### config.mk
export PLATFORM = sky130hd
export DESIGN_NAME = scpbp_ram
export DESIGN_NICKNAME = d
export VERILOG_FILES = /design/src/rtl/scpbp_ram.sv
export SDC_FILE = /design/constraint.sdc
export NUM_CORES = 2
export LEC_CHECK = 0
export BUFFER_PORTS_ARGS = -buffer_cell sky130_fd_sc_hd__buf_2
export CORE_UTILIZATION = 40
export DETAILED_ROUTE_END_ITERATION = 10
export PLACE_DENSITY_LB_ADDON = 0.15
export SLEW_MARGIN = 20
export SYNTH_ARGS = -nofsm -noshare
export SYNTH_HDL_FRONTEND = slang
export SYNTH_SLANG_ARGS = --single-unit
### constraint.sdc
create_clock -name clk_i -period 3.2 [get_ports clk_i]
set_input_delay 0.48 -clock clk_i [delete_from_list [all_inputs] [get_ports clk_i]]
set_output_delay 0.48 -clock clk_i [all_outputs]
set_load 0.05 [all_outputs]
### src/rtl/scpbp_ram.sv
// Generic single-write, single-read synchronous RAM with registered read data.
module scpbp_ram #(
  parameter int unsigned WIDTH = 8,
  parameter int unsigned DEPTH = 256
) (
  input  logic                     clk_i,
  input  logic                     we_i,
  input  logic [$clog2(DEPTH)-1:0] waddr_i,
  input  logic [WIDTH-1:0]         wdata_i,
  input  logic                     re_i,
  input  logic [$clog2(DEPTH)-1:0] raddr_i,
  output logic [WIDTH-1:0]         rdata_o
);

  logic [WIDTH-1:0] mem_q [DEPTH];

  // Write port.
  always_ff @(posedge clk_i) begin
    if (we_i) begin
      mem_q[waddr_i] <= wdata_i;
    end
  end

  // Read port; the data holds until the next read.
  always_ff @(posedge clk_i) begin
    if (re_i) begin
      rdata_o <= mem_q[raddr_i];
    end
  end

endmodule

==> results.ini <==
[sta]
fin_skew_ps=29.7
worstMarginPinSlew_ps=1120
fin_crit_ps=3150
relSlewSlack_pct=24.5
setup_viol=0
final_max_slew_viol_count=0
rsz0062_at_grt=no
fin_ws_ps=53.2
fmax_mhz=318
finalHoldViolations=0
period_share_pct=98.3

[power_and_ir_drop]
total_leakage_power_nw=29.9
power_switching_mw=12.0
netSwitchingFraction_pct=21.5
seq_power_share_pct=53.1
comb_power_share_pct=5.6
p_clk_share_pct=41.4
p_per_area_mw_per_mm2=599
power.internal_mw=44.0
vdd_drop_max_mv=0.581

[cells_and_area]
multi_input_area_mm2=0.0166
finish.instance_area_mm2=0.0936
nNetsFinal=4356
area_growth_pct=17.5
drive_gt1_share_pct=30.7
fill_cells=16400
ff_latch_area_mm2=0.0617
final_cells=7139

[flow_run]
max_cap_violations=0

[drt]
drt_pass1_iterations=5
ant_nets=0
viasPerCell=5.60
wl_per_cell_um=30.1
wl_mm=215
routed-via-count=40000
drt_iter0_markers=4073
drc_errors=0

[floorplanning]
core-area_mm2=0.198
ios=35
start_util_pct=40.3
die_y_um=448
die_area_mm2=0.201
rows=163
die_w_um=448

[min_path]
holdPathEnd=mem_q[210][1]
hold_class=in2reg
holdPathStages=1
worstHoldStart=wdata_i[1]

[setup_path]
r2r_slack_ps=50
cp_data_required_time_ps=3790
cp-start-kind=register
critPathKind=reg2reg
crit_fanout=1
timing.rr.end=rdata_o[2]
reg2reg_depth=7
r2r-start=mem_q[101][2]
cp.arrival_ps=3730
crit_path_end_kind=register

[grt]
grtUsageTotal_pct=21.6
grt.overflow.total=0
grt_pass1_vias=40700
grt_max_degree=118
antenna_found_initial=9
grt_pass1_wl_mm=307

[synthesis]
synth_edf_count=2056
synth_ff_type=edfxtp_1
postSynthCellCount=3733
avgSynthCellArea_um2=21.3
synth_area_leader_cell=edfxtp_1
syn-cell-area_mm2=0.0796
synth_seq_cells=2056
ys_seq_area_share_pct=77.5
synth_nets=3760
yosys_warnings=0
netlist_top_cells_area=edfxtp_1, mux4_2, mux2i_1, nor2_1, a22oi_1
synthArstFlopShare_pct=0
ys_types=54
yosysTopAreaCellShare_pct=77.5

[cts]
clkTransAtPathRegs_ps=60
ctsHoldBuffers=0
cts-buffers-inserted=207
post_cts_buffers=0
clockBufferDepth=3
clock-sinks=2056
clkLatencyLatePin_ps=850
h-tree-depth=4
cts_resized=0
tritoncts=built
cts_root_buf=clkbuf_16

[place]
gp_congestion=0.816
dp_cells=6760
port_buffers=34
pre_cts_ws_ps=-704
hpwl_mm=139
dpl_cell_area_mm2=0.0872

[outcome]
status=complete, no violations

-- worst max path at each step --
| stage | start | endpoint | slack, ps | depth (start not counted) |
|---|---|---|---|---|
| floorplan | raddr_i[0] | rdata_o[2] | 640 | 9 |
| global placement | raddr_i[0] | rdata_o[3] | -1260 | 8 |
| detailed placement | raddr_i[2] | rdata_o[2] | -700 | 9 |
| CTS | mem_q[101][2] | rdata_o[2] | 80 | 7 |
| global route | mem_q[87][4] | rdata_o[4] | 110 | 6 |
| finish | mem_q[101][2] | rdata_o[2] | 50 | 7 |
-- power groups by stage --
| stage | Combinational [mW] | Clock (mW) | Sequential [mW] |
|---|---|---|---|
| finish | 3.11 | 23.2 | 29.7 |
| global placement | 3.13 | 0 | 30.3 |
| CTS | 3.16 | 23.6 | 29.7 |
| detailed placement | 3.16 | 0 | 30.3 |
| global route | 3.28 | 24.6 | 29.7 |
| floorplan | 1.44 | 0 | 30.3 |
-- final cells by class --
type	instances	share of cell area [%]
flip-flops and latches	2056	66.0
multi-input cells	1442	17.7
repair buffers	620	5.93
well taps	2640	3.53
clock inverters	115	1.03
clock buffers	259	5.81
diodes	5	0.0134
inverters	2	0.00802
-- per-layer routing --
| layer | wire length [µm] | global-route usage, % |
|---|---|---|
| met2 | 104000 | 34.6 |
| met1 | 94400 | 31.0 |
| met3 | 12900 | 3.88 |
| met4 | 3780 | 4.40 |
| met5 | 156 | 0.529 |
-- critical path, cell delays in order (launching register included) --
cell	delay (ps)
edfxtp_1	350
mux4_2	470
nor2b_1	150
a211oi_1	410
nor3_1	180
nor4_1	980
buf_4	300
nor4_2	60
-- state kept, by name, indices dropped and copies added, names as in the netlist --
name	cells
mem_q	2048
rdata_o	8
-- layout by cell type (no fill, tap or decap), types with 4 or more instances in the layout --
master         n
a211oi_1      16
a21oi_1       96
a221oi_1      13
a22o_1         8
a22oi_1      133
and2_1         5
buf_12        70
buf_2         22
buf_4        518
buf_8         10
bufinv_16     14
clkbuf_1      49
clkbuf_16    210
clkinv_1      58
clkinv_2      26
clkinv_8       4
clkinvlp_4     5
diode_2        5
edfxtp_1    2056
inv_6          8
mux2i_1      134
mux4_2       454
nand2_1       33
nand2b_1       8
nand3_1       25
nand3_2        9
nand4_1       10
nor2_1       279
nor2b_1       28
nor3_1        21
nor4_1        19
nor4_2         8
o211ai_1      10
o21ai_0       10
o221ai_1      46
o22a_1         5
o22ai_1       28
o32ai_1        4
or2_2          4
-- through the flow --
| step | util, % | setup TNS (ps) | power [mW] | hold slack [ps] |
|---|---|---|---|---|
| after CTS | 47.4 | 0 | 56.5 | 1.49 |
| after detailed placement | 44.1 | -2970 | 33.5 | 905 |
| after floorplan | - | 0 | 31.8 | 579 |
| after global routing | 47.4 | 0 | 57.6 | 18.5 |
| after global placement | 44.1 | -6170 | 33.4 | 900 |
| final | 47.4 | 0 | 56.0 | 44.7 |
-- cells by family after synthesis --
group,count (synthesis),synth area share [%]
AO/OA/AOI/OAI,385,3.42
buffers and inverters,235,1.83
flip-flops,2056,77.5
multiplexers,591,14.6
AND/OR/NAND/NOR,466,2.63
-- cell usage after synthesis (3+ instances only) --
library cell,number
a211oi_1,16
a21oi_1,96
a221oi_1,13
a22o_1,8
a22oi_1,133
and2_1,6
buf_1,22
buf_12,8
buf_2,31
buf_4,27
buf_6,21
buf_8,13
clkbuf_1,111
edfxtp_1,2056
mux2i_1,134
mux4_2,454
nand2_1,33
nand2b_1,8
nand3_1,34
nand4_1,10
nor2_1,282
nor2b_1,31
nor3_1,22
nor4_1,24
nor4_2,3
o211ai_1,10
o21ai_0,10
o221ai_1,46
o22a_1,5
o22ai_1,28
o32ai_1,4
or2_2,4
(Power assumes the default switching activity.)
